===== config.mk =====
export PLATFORM = sky130hd
export DESIGN_NAME = pvff_edge
export DESIGN_NICKNAME = d
export VERILOG_FILES = /design/src/design/pvff_pkg.sv /design/src/design/pvff_div.sv /design/src/design/pvff_isqrt.sv /design/src/design/pvff_edge.sv
export SDC_FILE = /design/constraint.sdc
export NUM_CORES = 2
export LEC_CHECK = 0
export BUFFER_PORTS_ARGS = -buffer_cell sky130_fd_sc_hd__buf_2
export CELL_PAD_IN_SITES_DETAIL_PLACEMENT = 1
export CELL_PAD_IN_SITES_GLOBAL_PLACEMENT = 2
export CORE_AREA = 2 2 426 639
export DETAILED_ROUTE_END_ITERATION = 10
export DIE_AREA = 0 0 428 641
export PLACE_DENSITY_LB_ADDON = 0.1
export SETUP_SLACK_MARGIN = 0.5
export SLEW_MARGIN = 20
export SYNTH_ARGS = -nofsm -noshare
export SYNTH_HDL_FRONTEND = slang
export SYNTH_SLANG_ARGS = --single-unit

===== constraint.sdc =====
create_clock -name clock -period 23 [get_ports clock]
set_input_delay 2.3 -clock clock [delete_from_list [all_inputs] [get_ports clock]]
set_output_delay 2.3 -clock clock [all_outputs]
set_load 0.03 [all_outputs]

===== src/design/pvff_pkg.sv =====
// Shared types, fixed-point constants and state encodings for the polygon
// vector form factor block. No dependencies.
`timescale 1ns / 1ps
`default_nettype none
package pvff_pkg;

   localparam int FracBits = 14;
   localparam int CompW    = 16;
   localparam int AccW     = 21;
   localparam int SumW     = AccW + 6;
   localparam int MulW     = 34;
   localparam int ProdW    = 2 * MulW;
   localparam int FitW     = 30;
   localparam int YW       = FitW + 1;
   localparam int AW       = FitW + 1;
   localparam int VW       = 16;
   localparam int RcpW     = FracBits + 6;
   localparam int TW       = RcpW + 2;
   localparam int SqW      = 2 * FracBits + 1;
   localparam int DivNumW  = 46;
   localparam int DivDenW  = 34;
   localparam int DivCntW  = $clog2(DivNumW + 1);
   localparam int RootW    = 31;
   localparam int RadW     = 2 * RootW;
   localparam int RootCntW = $clog2(RootW + 1);
   localparam int RadShift = 60 - 2 * FracBits;

   localparam logic [MulW-1:0] FitA0 = 34'd917403404;
   localparam logic [MulW-1:0] FitA1 = 34'd533129459;
   localparam logic [MulW-1:0] FitA2 = 34'd15591386;
   localparam logic [MulW-1:0] FitB0 = 34'd3669613615;
   localparam logic [MulW-1:0] FitB1 = 34'd4468561704;

   localparam logic [RcpW-1:0]    RcpLimit = '1;
   localparam logic [DivNumW-1:0] RcpNum   = DivNumW'(1) << (FracBits + 29);
   localparam logic [SqW-1:0]     SqOne    = SqW'(1) << (2 * FracBits);

   localparam logic signed [AccW-1:0] AccMax = {1'b0, {(AccW-1){1'b1}}};
   localparam logic signed [AccW-1:0] AccMin = {1'b1, {(AccW-1){1'b0}}};

   typedef logic signed [CompW-1:0] comp_type;
   typedef logic signed [AccW-1:0]  acc_type;

   typedef struct packed {
      logic start;
      logic clear;
   } edge_ctl_type;

   typedef struct packed {
      logic done;
      logic sat;
   } edge_sts_type;

   typedef enum logic [4:0] {
      E_IDLE, E_DOT0, E_DOT1, E_DOT2, E_DOT3, E_CLAMP,
      E_FIT0, E_FIT1, E_FIT2, E_FIT3, E_VDIV,
      E_SQR0, E_SQR1, E_ROOT, E_RDIV,
      E_CR0, E_CR1, E_CR2, E_CR3
   } edge_state_type;

   typedef enum logic [2:0] {
      T_IDLE, T_RUN1_GO, T_RUN1, T_RUN2_GO, T_RUN2, T_EMIT
   } top_state_type;

endpackage
`default_nettype wire


===== src/design/pvff_div.sv =====
// Bit-serial restoring divider: one quotient bit per cycle.
// Depends on pvff_pkg.
`timescale 1ns / 1ps
`default_nettype none
module pvff_div (
   input  logic                          clock,
   input  logic                          reset,
   input  logic                          start,
   input  logic [pvff_pkg::DivNumW-1:0]  num,
   input  logic [pvff_pkg::DivDenW-1:0]  den,
   output logic                          done,
   output logic [pvff_pkg::DivNumW-1:0]  quot
);
   import pvff_pkg::*;

   logic [DivNumW-1:0] sh_ff, sh_in;
   logic [DivDenW:0]   rem_ff, rem_in;
   logic [DivDenW-1:0] den_ff, den_in;
   logic [DivCntW-1:0] cnt_ff, cnt_in;
   logic               busy_ff, busy_in;
   logic               done_ff, done_in;
   logic [DivDenW:0]   rem_sh;
   logic [DivDenW+1:0] diff;
   logic               ge;

   always_comb begin
      rem_sh  = {rem_ff[DivDenW-1:0], sh_ff[DivNumW-1]};
      diff    = {1'b0, rem_sh} - {2'b00, den_ff};
      ge      = ~diff[DivDenW+1];
      sh_in   = sh_ff;
      rem_in  = rem_ff;
      den_in  = den_ff;
      cnt_in  = cnt_ff;
      busy_in = busy_ff;
      done_in = 1'b0;
      if (start) begin
         sh_in   = num;
         rem_in  = '0;
         den_in  = den;
         cnt_in  = '0;
         busy_in = 1'b1;
      end else if (busy_ff) begin
         sh_in  = {sh_ff[DivNumW-2:0], ge};
         rem_in = ge ? diff[DivDenW:0] : rem_sh;
         cnt_in = cnt_ff + DivCntW'(1);
         if (cnt_ff == DivCntW'(DivNumW - 1)) begin
            busy_in = 1'b0;
            done_in = 1'b1;
         end
      end
   end

   always_ff @(posedge clock) begin
      if (reset) begin
         busy_ff <= 1'b0;
         done_ff <= 1'b0;
         cnt_ff  <= '0;
      end else begin
         busy_ff <= busy_in;
         done_ff <= done_in;
         cnt_ff  <= cnt_in;
      end
   end

   always_ff @(posedge clock) begin
      sh_ff  <= sh_in;
      rem_ff <= rem_in;
      den_ff <= den_in;
   end

   assign done = done_ff;
   assign quot = sh_ff;
endmodule
`default_nettype wire


===== src/design/pvff_isqrt.sv =====
// Digit-serial integer square root: two radicand bits, one root bit a cycle.
// Depends on pvff_pkg.
`timescale 1ns / 1ps
`default_nettype none
module pvff_isqrt (
   input  logic                        clock,
   input  logic                        reset,
   input  logic                        start,
   input  logic [pvff_pkg::RadW-1:0]   rad,
   output logic                        done,
   output logic [pvff_pkg::RootW-1:0]  root
);
   import pvff_pkg::*;

   logic [RadW-1:0]     rad_ff, rad_in;
   logic [RootW-1:0]    root_ff, root_in;
   logic [RootW+1:0]    rem_ff, rem_in;
   logic [RootCntW-1:0] cnt_ff, cnt_in;
   logic                busy_ff, busy_in;
   logic                done_ff, done_in;
   logic [RootW+3:0]    rem_sh;
   logic [RootW+4:0]    diff;
   logic                ge;

   always_comb begin
      rem_sh  = {rem_ff, rad_ff[RadW-1:RadW-2]};
      diff    = {1'b0, rem_sh} - {3'b000, root_ff, 2'b01};
      ge      = ~diff[RootW+4];
      rad_in  = rad_ff;
      root_in = root_ff;
      rem_in  = rem_ff;
      cnt_in  = cnt_ff;
      busy_in = busy_ff;
      done_in = 1'b0;
      if (start) begin
         rad_in  = rad;
         root_in = '0;
         rem_in  = '0;
         cnt_in  = '0;
         busy_in = 1'b1;
      end else if (busy_ff) begin
         rad_in  = {rad_ff[RadW-3:0], 2'b00};
         root_in = {root_ff[RootW-2:0], ge};
         rem_in  = ge ? diff[RootW+1:0] : rem_sh[RootW+1:0];
         cnt_in  = cnt_ff + RootCntW'(1);
         if (cnt_ff == RootCntW'(RootW - 1)) begin
            busy_in = 1'b0;
            done_in = 1'b1;
         end
      end
   end

   always_ff @(posedge clock) begin
      if (reset) begin
         busy_ff <= 1'b0;
         done_ff <= 1'b0;
         cnt_ff  <= '0;
      end else begin
         busy_ff <= busy_in;
         done_ff <= done_in;
         cnt_ff  <= cnt_in;
      end
   end

   always_ff @(posedge clock) begin
      rad_ff  <= rad_in;
      root_ff <= root_in;
      rem_ff  <= rem_in;
   end

   assign done = done_ff;
   assign root = root_ff;
endmodule
`default_nettype wire


===== src/design/pvff_edge.sv =====
// Edge sequencer: one shared multiplier, the fit, reciprocal and cross terms,
// and the saturating accumulator. Depends on pvff_pkg, pvff_div, pvff_isqrt.
`timescale 1ns / 1ps
`default_nettype none
module pvff_edge (
   input  logic                   clock,
   input  logic                   reset,
   input  pvff_pkg::edge_ctl_type ctl,
   input  pvff_pkg::comp_type     p [3],
   input  pvff_pkg::comp_type     c [3],
   output pvff_pkg::edge_sts_type sts,
   output pvff_pkg::acc_type      acc [3]
);
   import pvff_pkg::*;

   edge_state_type state_ff, state_in;
   logic [1:0]     k_ff;
   acc_type        acc_ff [3];
   logic           sat_ff;

   comp_type              p_ff [3];
   comp_type              c_ff [3];
   logic signed [MulW-1:0]  dot_ff;
   logic signed [CompW-1:0] x_ff;
   logic [YW-1:0]           y30_ff;
   logic [AW-1:0]           a30_ff;
   logic [VW-1:0]           v_ff;
   logic signed [TW-1:0]    t_ff;
   logic signed [32:0]      tmp_ff;
   logic signed [ProdW-1:0] mul_ff, mul_in;

   logic signed [MulW-1:0]  mul_a, mul_b;
   logic [1:0]              ia, ib;
   logic [MulW-1:0]         fit_hi;
   logic [MulW-1:0]         b30;
   logic signed [MulW-1:0]  xr;
   logic signed [MulW-1:0]  cr;
   logic [SqW-1:0]          sq;
   logic signed [ProdW-1:0] term;
   logic signed [SumW-1:0]  sum;
   logic [RcpW-1:0]         rcp;
   logic                    rcp_sat;

   logic                  div_start, div_done;
   logic [DivNumW-1:0]    div_num, div_quot;
   logic [DivDenW-1:0]    div_den;
   logic                  sqrt_start, sqrt_done;
   logic [RadW-1:0]       sqrt_rad;
   logic [RootW-1:0]      sqrt_root;

   pvff_div u_div (
      .clock (clock),
      .reset (reset),
      .start (div_start),
      .num   (div_num),
      .den   (div_den),
      .done  (div_done),
      .quot  (div_quot)
   );

   pvff_isqrt u_isqrt (
      .clock (clock),
      .reset (reset),
      .start (sqrt_start),
      .rad   (sqrt_rad),
      .done  (sqrt_done),
      .root  (sqrt_root)
   );

   // shared datapath terms
   always_comb begin
      ia      = (k_ff == 2'd2) ? 2'd0 : k_ff + 2'd1;
      ib      = (k_ff == 2'd0) ? 2'd2 : k_ff - 2'd1;
      fit_hi  = mul_ff[FitW+MulW-1:FitW];
      b30     = FitB0 + fit_hi;
      xr      = (dot_ff + MulW'(1 << (FracBits - 1))) >>> FracBits;
      cr      = MulW'(tmp_ff) - MulW'($signed(mul_ff[32:0]));
      sq      = SqOne - mul_ff[SqW-1:0];
      term    = (mul_ff + ProdW'(64'd1 << (2 * FracBits - 1))) >>> (2 * FracBits);
      sum     = SumW'(acc_ff[k_ff]) + SumW'(term);
      rcp_sat = (div_quot[DivNumW-1:RcpW] != '0);
      rcp     = rcp_sat ? RcpLimit : div_quot[RcpW-1:0];
      mul_in  = mul_a * mul_b;
   end

   // next state
   always_comb begin
      state_in = state_ff;
      unique case (state_ff)
         E_IDLE:  if (ctl.start) state_in = E_DOT0;
         E_DOT0:  state_in = E_DOT1;
         E_DOT1:  state_in = E_DOT2;
         E_DOT2:  state_in = E_DOT3;
         E_DOT3:  state_in = E_CLAMP;
         E_CLAMP: state_in = E_FIT0;
         E_FIT0:  state_in = E_FIT1;
         E_FIT1:  state_in = E_FIT2;
         E_FIT2:  state_in = E_FIT3;
         E_FIT3:  state_in = E_VDIV;
         E_VDIV: begin
            if (div_done) state_in = (x_ff > 16'sd0) ? E_CR0 : E_SQR0;
         end
         E_SQR0:  state_in = E_SQR1;
         E_SQR1:  state_in = E_ROOT;
         E_ROOT: begin
            if (sqrt_done) state_in = (sqrt_root == '0) ? E_CR0 : E_RDIV;
         end
         E_RDIV:  if (div_done) state_in = E_CR0;
         E_CR0:   state_in = E_CR1;
         E_CR1:   state_in = E_CR2;
         E_CR2:   state_in = E_CR3;
         E_CR3:   state_in = (k_ff == 2'd2) ? E_IDLE : E_CR0;
         default: state_in = E_IDLE;
      endcase
   end

   // outputs
   always_comb begin
      mul_a      = '0;
      mul_b      = '0;
      div_start  = 1'b0;
      div_num    = '0;
      div_den    = '0;
      sqrt_start = 1'b0;
      sqrt_rad   = '0;
      sts.done   = 1'b0;
      sts.sat    = sat_ff;
      unique case (state_ff)
         E_DOT0: begin
            mul_a = MulW'(p_ff[0]);
            mul_b = MulW'(c_ff[0]);
         end
         E_DOT1: begin
            mul_a = MulW'(p_ff[1]);
            mul_b = MulW'(c_ff[1]);
         end
         E_DOT2: begin
            mul_a = MulW'(p_ff[2]);
            mul_b = MulW'(c_ff[2]);
         end
         E_FIT0: begin
            mul_a = $signed(FitA2);
            mul_b = $signed({3'b000, y30_ff});
         end
         E_FIT1: begin
            mul_a = $signed(FitA1 + fit_hi);
            mul_b = $signed({3'b000, y30_ff});
         end
         E_FIT2: begin
            mul_a = $signed(FitB1 + {3'b000, y30_ff});
            mul_b = $signed({3'b000, y30_ff});
         end
         E_FIT3: begin
            div_start = 1'b1;
            div_num   = (DivNumW'(a30_ff) << FracBits) + DivNumW'(b30 >> 1);
            div_den   = b30;
         end
         E_SQR0: begin
            mul_a = MulW'(x_ff);
            mul_b = MulW'(x_ff);
         end
         E_SQR1: begin
            sqrt_start = 1'b1;
            sqrt_rad   = RadW'(sq) << RadShift;
         end
         E_ROOT: begin
            if (sqrt_done && sqrt_root != '0) begin
               div_start = 1'b1;
               div_num   = RcpNum + DivNumW'(sqrt_root >> 1);
               div_den   = DivDenW'(sqrt_root);
            end
         end
         E_CR0: begin
            mul_a = MulW'(p_ff[ia]);
            mul_b = MulW'(c_ff[ib]);
         end
         E_CR1: begin
            mul_a = MulW'(p_ff[ib]);
            mul_b = MulW'(c_ff[ia]);
         end
         E_CR2: begin
            mul_a = cr;
            mul_b = MulW'(t_ff);
         end
         E_CR3:   sts.done = (k_ff == 2'd2);
         default: ;
      endcase
   end

   always_ff @(posedge clock) begin
      if (reset) begin
         state_ff <= E_IDLE;
         k_ff     <= '0;
         sat_ff   <= 1'b0;
         for (int i = 0; i < 3; i++) acc_ff[i] <= '0;
      end else begin
         state_ff <= state_in;
         if (ctl.clear) begin
            sat_ff <= 1'b0;
            for (int i = 0; i < 3; i++) acc_ff[i] <= '0;
         end
         case (state_ff)
            E_IDLE: k_ff <= '0;
            E_ROOT: if (sqrt_done && sqrt_root == '0) sat_ff <= 1'b1;
            E_RDIV: if (div_done && rcp_sat) sat_ff <= 1'b1;
            E_CR3: begin
               k_ff <= (k_ff == 2'd2) ? 2'd0 : k_ff + 2'd1;
               if (sum > SumW'(AccMax)) begin
                  acc_ff[k_ff] <= AccMax;
                  sat_ff       <= 1'b1;
               end else if (sum < SumW'(AccMin)) begin
                  acc_ff[k_ff] <= AccMin;
                  sat_ff       <= 1'b1;
               end else begin
                  acc_ff[k_ff] <= sum[AccW-1:0];
               end
            end
            default: ;
         endcase
      end
   end

   always_ff @(posedge clock) begin
      mul_ff <= mul_in;
      case (state_ff)
         E_IDLE: begin
            if (ctl.start) begin
               for (int i = 0; i < 3; i++) begin
                  p_ff[i] <= p[i];
                  c_ff[i] <= c[i];
               end
            end
         end
         E_DOT1: dot_ff <= mul_ff[MulW-1:0];
         E_DOT2: dot_ff <= dot_ff + mul_ff[MulW-1:0];
         E_DOT3: dot_ff <= dot_ff + mul_ff[MulW-1:0];
         E_CLAMP: begin
            if (xr > MulW'(1 << FracBits)) begin
               x_ff   <= CompW'(1 << FracBits);
               y30_ff <= YW'(1) << FitW;
            end else if (xr < -MulW'(1 << FracBits)) begin
               x_ff   <= -CompW'(1 << FracBits);
               y30_ff <= YW'(1) << FitW;
            end else begin
               x_ff   <= xr[CompW-1:0];
               y30_ff <= YW'(xr[MulW-1] ? -xr : xr) << (FitW - FracBits);
            end
         end
         E_FIT2: a30_ff <= AW'(FitA0 + fit_hi);
         E_VDIV: begin
            if (div_done) begin
               v_ff <= div_quot[VW-1:0];
               t_ff <= $signed({{(TW-VW){1'b0}}, div_quot[VW-1:0]});
            end
         end
         E_ROOT: begin
            if (sqrt_done && sqrt_root == '0)
               t_ff <= $signed({2'b00, RcpLimit}) - $signed({{(TW-VW){1'b0}}, v_ff});
         end
         E_RDIV: begin
            if (div_done)
               t_ff <= $signed({2'b00, rcp}) - $signed({{(TW-VW){1'b0}}, v_ff});
         end
         E_CR1: tmp_ff <= $signed(mul_ff[32:0]);
         default: ;
      endcase
   end

   assign acc = acc_ff;
endmodule
`default_nettype wire


# Yosys cells after proc, flatten, opt, wreduce, memory -nomap -nowiden
# Memories as Yosys holds them, arrays and structs flattened.
# Cells that the tools add are included.
[word_totals] elab_cells=184 memories=2 input_bits=100 ramBits=96 regBits=573
[op_classes] bitwise=11 n_addsub=21 muxes=64 n_eq_ne=26 n_reduce_logical=24 mul=1 magnitude_cmp=7
[memory_table] name="c_ff" words=3 width=16 rd=5 rd_clocked_by_memory_dff=0 write_ports=3 line="pvff_edge.sv:22" text="comp_type c_ff [3];"
[memory_table] name="p_ff" words=3 width=16 rd=5 rd_clocked_by_memory_dff=0 write_ports=3 line="pvff_edge.sv:21" text="comp_type p_ff [3];"
[op_table] operator="$pmux 34 s10" n=1
[op_table] operator="$mux 63" n=5
[op_table] operator="$pmux 34 s8" n=1
[op_table] operator="$pmux 34 s2" n=2
[op_table] operator="$mux 62" n=2
[op_table] operator="$pmux 5 s19" n=1
[op_table] operator="$mux 46" n=2
[op_table] operator="$pmux 46 s2" n=1
[op_table] operator="$mux 22" n=3
[op_table] operator="$pmux 22 s3" n=1
[op_table] operator="$mul 34x34->64" n=1
[op_table] operator="$bwmux 63" n=1
[op_table] operator="$mux 21" n=3
[op_table] operator="$mux 61" n=1
[op_table] operator="$and 60x60->60" n=1
[op_table] operator="$not 60->60" n=1
[op_table] operator="$or 60x60->60" n=1
[op_table] operator="$add 55x28->55 const B" n=1
[op_table] operator="$add 45x33->46" n=1
[op_table] operator="$add 44x30->45 const A" n=1
[op_table] operator="$mux 45" n=1
[op_table] operator="$bmux 21 s2" n=1
[op_table] operator="$demux 21 s2" n=1
[op_table] operator="$eq 5x4->1 const B" n=8
[op_table] operator="other kinds (64)" n=112

# Logic depth before layout (Yosys ltp)
[logic_depth] word_depth=10 mapped_depth=47 mapped_depth_nobuf=46

# Cells and area by module
# A second synthesis with hierarchy kept.
[hier_totals] hier_cells=8766 area_unflattened_um2=79969.2
[modules_own_cells] module="pvff_edge" instances=1 cells_per_inst=7395 area_each_um2=65878.2
[modules_own_cells] module="pvff_isqrt" instances=1 cells_per_inst=742 area_each_um2=7320.8
[modules_own_cells] module="pvff_div" instances=1 cells_per_inst=629 area_each_um2=6770.2

# Least setup slack after synthesis
# No wires, ideal clock.
[synth_path] path_kind="flip-flop to flip-flop" startpoint="register k_ff[0]" endpoint="register mul_ff[63]" path_stages_with_launch=38 setup_ns=0.072 arrival_ns=10.689 path_slack_ns=12.239 path_buffers=7 cell_sequence="dfxtp_1 -> clkbuf_1 -> buf_1 -> inv_1 -> ha_1 -> clkbuf_1 -> buf_1 -> clkbuf_1 -> a211oi_1 -> a2111oi_1 -> nor2_1 -> fa_1 -> fa_1 -> fa_1 -> inv_1 -> fa_1 -> buf_2 -> xor2_1 -> [... 2 more ...] -> fa_1 -> inv_1 -> fa_1 -> inv_1 -> ha_1 -> clkbuf_1 -> a21o_1 -> a21o_1 -> a21o_1 -> a21oi_1 -> o21bai_1 -> a21oi_1 -> nor2_1 -> a211oi_1 -> o21ai_0 -> xnor2_1 -> xnor2_1 -> xnor2_1"
[synth_between] elab_chain_cells=5 word_cells_on_any_way=11 classes_between="2 x add/sub; 1 x mul; 1 x eq/ne; 4 x mux; 1 x reduce/logical; 2 x memory"
[synth_rtl] item="from (decl)" line="pvff_edge.sv:17" text="logic [1:0] k_ff;"
[synth_rtl] item="from (signal assigned)" line="pvff_edge.sv:207" text="k_ff <= (k_ff == 2'd2) ? 2'd0 : k_ff + 2'd1;"
[synth_rtl] item="$sub 2x1->2, or another cell as far along" line="pvff_edge.sv:73" text="ib = (k_ff == 2'd0) ? 2'd2 : k_ff - 2'd1;"
[synth_rtl] item="$mux 2, on equally long branches" line="pvff_edge.sv:73, pvff_edge.sv:72"
[synth_rtl] item="$mem_v2 3x16, on equally long branches"
[synth_rtl] item="$pmux 34 s10 / $pmux 34 s8 (equally long branches)" line="pvff_edge.sv:128" text="unique case (state_ff)"
[synth_rtl] item="$mul 34x34->64 (*)" line="pvff_edge.sv:83" text="mul_in = mul_a * mul_b;"
[synth_rtl] item="net mul_in[63]" line="pvff_edge.sv:30" text="logic signed [ProdW-1:0] mul_ff, mul_in;"
[synth_rtl] item="to (signal assigned)" line="pvff_edge.sv:224" text="mul_ff <= mul_in;"
[synth_rtl] item="to (decl)" line="pvff_edge.sv:30"
# The timed path passes the listed nets; every way through them passes the cells marked *.
# A chain may end at the register's enable or synchronous reset.

# Final worst setup path
[layout_path] startpoint="register state_ff[4]" endpoint="register mul_ff[63]"
[layout_between] elab_chain_cells=4 word_cells_on_any_way=14 classes_between="1 x mul; 10 x eq/ne; 2 x mux; 1 x reduce/logical"
[layout_rtl] item="from (decl)" line="pvff_edge.sv:16" text="edge_state_type state_ff, state_in;"
[layout_rtl] item="from (signal assigned)" line="pvff_edge.sv:197" text="state_ff <= state_in;"
[layout_rtl] item="$eq 5x4->1 / $eq 5x3->1 (equally long branches)" line="pvff_edge.sv:128"
[layout_rtl] item="$reduce_or 3->1 (no line)"
[layout_rtl] item="$pmux 34 s8" line="pvff_edge.sv:128"
[layout_rtl] item="$mul 34x34->64 (*)" line="pvff_edge.sv:83"
[layout_rtl] item="net mul_in[63]" line="pvff_edge.sv:30"
# Marked as above.

==> metrics list <==
- Together, buffers and inverters on the worst path number 8.
- After synthesis, the netlist uses 94 different library cells.
* Standard cell with the maximum stage delay on the critical path: a211oi_1
- Number of placed I/O pins: 165
- Worst voltage drop across the vdd grid: 0.0879 mV
* Unrepaired setup endpoints after global routing: no
* Mapped Cells: 8,592
* Top-count cell post-synth: inv_1
* Fraction of the core area covered by cells at the end of the flow: 31.9%
- The clock reaches the later pin of the worst-skew pair after 0.68 ns.
- P_int: 5.26 mW
* Complex-gate fraction of the synthesized area: 12.1%
* Cell accounting for the most synthesized area: fa_1
* Chip Height: 641 um
* CP Data Arrival Time: 14.21 ns
- Summing every instance area after synthesis gives 77,600 um^2.
- CTS Hold Buffers Added: 0
- Flip-flop and latch count after synthesis: 619
- Total length of routed wires: 354 mm
- GR met2 Demand/Resource: 49.9%
- For this configuration, the core starts out at a cell density of 28.9%.
- Combinational cells account for 75.9% of the total power.
- The detailed router placed 62,400 vias in this run.
- Post-layout worst setup margin: 9.39 ns
- In this run the power density over the cells is 139 nW/um^2.
* Synthesized-area fraction occupied by and/or/nand/nor cells: 13.7%
- For this design the static power due to leakage is 37.9 nW.
* Router iterations before antenna repair: 5
- Final setup violation count: 0
- Mean cell area of the mapped netlist: 9.03 um^2
- By count the netlist is led by inv_1 (1,497), fa_1 (1,184), nor2_1 (971), nand2_1 (898), ha_1 (415).
- Remaining routing DRC violations: 0
- I/O Buffers: 164
- Share of synthesized registers carrying an async set or reset: 0%
- For met3 alone, demand over resource in global routing was 1.57%.
- Post-synth EDFFs: 371
- Kind of start point of the critical path: flop
- The number of nets handed over by synthesis was 10,300.
- Of all nets on the critical path, the largest fanout is 31.
- In this run the standard cell core region covers 268,000 um^2.
- Kind of capture point of the worst setup path: flop
* Post-synthesis mux area share: 1.93%
* CTS root buffer: clkbuf_16
- Summing the areas of all xor and xnor instances in the mapped netlist gives 4.93% of the synthesized area.
- Worst Clk Skew: 0.0288 ns
- For this run, the post-layout net count is 10,300.
- The worst path uses 59.2% of the clock period.
* Min-delay worst type: flop to flop
* Overall global routing resource usage: 25.6%
* Proportion of layout cells with a drive suffix above 1: 7.17%
* Number of global-route vias before repair: 69,700
- Clock Power Share: 10.2%
* Area growth, synth to finish: 10.3%
- No sink is reached through more buffers than the 3 on the longest clock path.
- Most used cell, CP: fa_1
* Family with the most delay on the worst path: compound AO/OA/AOI/OAI gates
- The setup path with the least slack is of type flop to flop.
- Among all flip-flop cells after synthesis, the most frequent one is edfxtp_1.
- The first global-routing pass estimated 505 mm of wire.
* Area share of fa/ha/maj cells after synthesis: 37.2%
* Sinks on the clock net: 619
* Combinational family with the most area after synthesis: adder cells
- For met1 alone, demand over resource in global routing was 28.1%.
- Net Sw Frac: 55.8%
- Relative slew slack: 18.8%
- The completed layout was analyzed and its total power is 11.9 mW.
- Buffers added to address setup during post-CTS repair amount to 0.
* Top cells by area in the synthesized netlist: fa_1 (31%), edfxtp_1 (14%), inv_1 (7.2%)
- For this run, the number of Yosys warnings is 0.
- STA puts the critical path data required time at 23.60 ns.
- Sequential cells burn 14.0% of the power.
- Status: complete, no violations
* Max-cap check violation count: 0
- At the end of routability-driven placement, the weighted congestion stood at 0.897.
- Cts bufs inserted: 69
- Busiest layer in global routing: met2
- Post-DP HPWL: 280 mm
- In the final routed layout, each cell accounts on average for 29.0 um.
- After clock tree synthesis, the clock-pin slew on the worst setup and hold paths is 0.07 ns.
- The number of failing hold endpoints at the final stage is 0.
* Number of max-slew violations in the final report: 0
- The share of synthesized area in the top cell type comes to 30.5%.
* Sw power: 6.65 mW
- The die is 428 um wide.
- For the pin with the worst max-slew slack, the measured transition is 1.21 ns.
- TritonCTS built the clock tree.
* Worst slack on hold paths: 0.479 ns
* Top achievable clock speed: 0.0735 GHz
* Drt via density: 5.11
* 1st-iter DRT viols: 3,290
- Max incr delay on CP: 0.96 ns
- Antenna violation net count after detailed routing: 0
- Entering global routing, the biggest net connects 67 pins.
- For this run, the register share of the synthesized area comes to 20.8%.
- Total Negative Setup Slacks: 0 ns
- The die covers 274,000 um^2.
- The clock tree synthesis step divided the H-tree into 3 levels.
* Final critical-path required period: 13.61 ns
* Post_cts resized: 0
* Number of antenna violations at the first check in global routing: 12
- DP Worst Slack: 9.39 ns
- The initialized floorplan defines 233 standard-cell rows.
* Total congestion overflow after global routing: 0
[logic make-up after synthesis]
kind of cell               after synthesis
adders and majority gates             1599
AOI/OAI and AO/OA                     1413
DFF                                    619
muxes                                  149
xor gates and xnor gates               437
buffers and inverters                 1912
and+or+nand+nor                       2463
[cells in the final DEF, fill, tap and decap left out, types with 145 or more instances in the layout]
| master | Yosys | routed |
|---|---|---|
| o21ai_0 | 349 | 343 |
| xnor2_1 | 276 | 276 |
| mux2i_1 | 145 | 145 |
| edfxtp_1 | 371 | 371 |
| buf_4 | 6 | 185 |
| xor2_1 | 161 | 161 |
| a21oi_1 | 331 | 322 |
| inv_1 | 1497 | 1495 |
| nor2_1 | 971 | 960 |
| dfxtp_1 | 248 | 244 |
| nand2_1 | 898 | 893 |
| buf_2 | 23 | 164 |
| fa_1 | 1184 | 1184 |
| ha_1 | 415 | 412 |
[worst paths after layout]
path | slack, ns | startpoint | end | cells after the start
setup / recovery | 9.39 | state_ff[4]$_SDFFE_PP0P_ | mul_ff[63]$_DFF_P_ | 38
hold / removal | 0.48 | u_isqrt.rem_ff[32]$_SDFFE_PP0P_ | u_isqrt.rem_ff[32]$_SDFFE_PP0P_ | 2
setup reg to reg | 9.39 | state_ff[4]$_SDFFE_PP0P_ | mul_ff[63]$_DFF_P_ | 38
hold reg to reg | 0.48 | u_isqrt.rem_ff[32]$_SDFFE_PP0P_ | u_isqrt.rem_ff[32]$_SDFFE_PP0P_ | 2
[metrics by stage]
stage / instances / cell area (um^2)
after floorplan: 8592 / 77600
after global placement: 12100 / 83200
after detailed placement: 12100 / 83200
after CTS: 12200 / 85600
after global routing: 12200 / 85600
final: 12200 / 85600
[state kept, by name, summed over array words and instances, names as in the netlist, 33 cells and up]
signal          count
acc                63
c_ff               48
dot_ff             34
mul_ff             64
p_ff               48
tmp_ff             33
u_div.den_ff       34
u_div.quot         46
u_div.rem_ff       34
u_isqrt.rem_ff     33
[metal layers]
metal | vias up | wire length [um] | part of all wire, %
met1 | 33200 | 133000 | 38
met4 | 4 | 18900 | 5.3
met2 | 1103 | 194000 | 55
met5 | - | 21 | 0.0059
li1 | 27700 | - | -
met3 | 476 | 8090 | 2.3
[power groups by stage]
stage,Clock [mW],Combinational (mW),Sequential (mW)
floorplan,0,5.64,1.51
global placement,0,9.03,1.69
detailed placement,0,9.07,1.69
finish,1.21,9.03,1.66
CTS,1.25,9.14,1.67
global route,1.28,9.94,1.68
[tightest hold or removal path: stages (launching register included)]
cell,delay (ns)
dfxtp_1,0.33
nand2_1,0.05
o21ai_0,0.06
[area by class of cell]
type / count / area (um^2)
fillers: 31000 / 183000
multi-input cells: 6061 / 54800
flip-flops and latches: 619 / 16100
inverters: 1502 / 5640
well taps: 3525 / 4410
repair buffers: 351 / 2250
clock buffers: 90 / 1960
clock inverters: 37 / 385
diodes: 14 / 35.0
(Power assumes the default switching activity.)
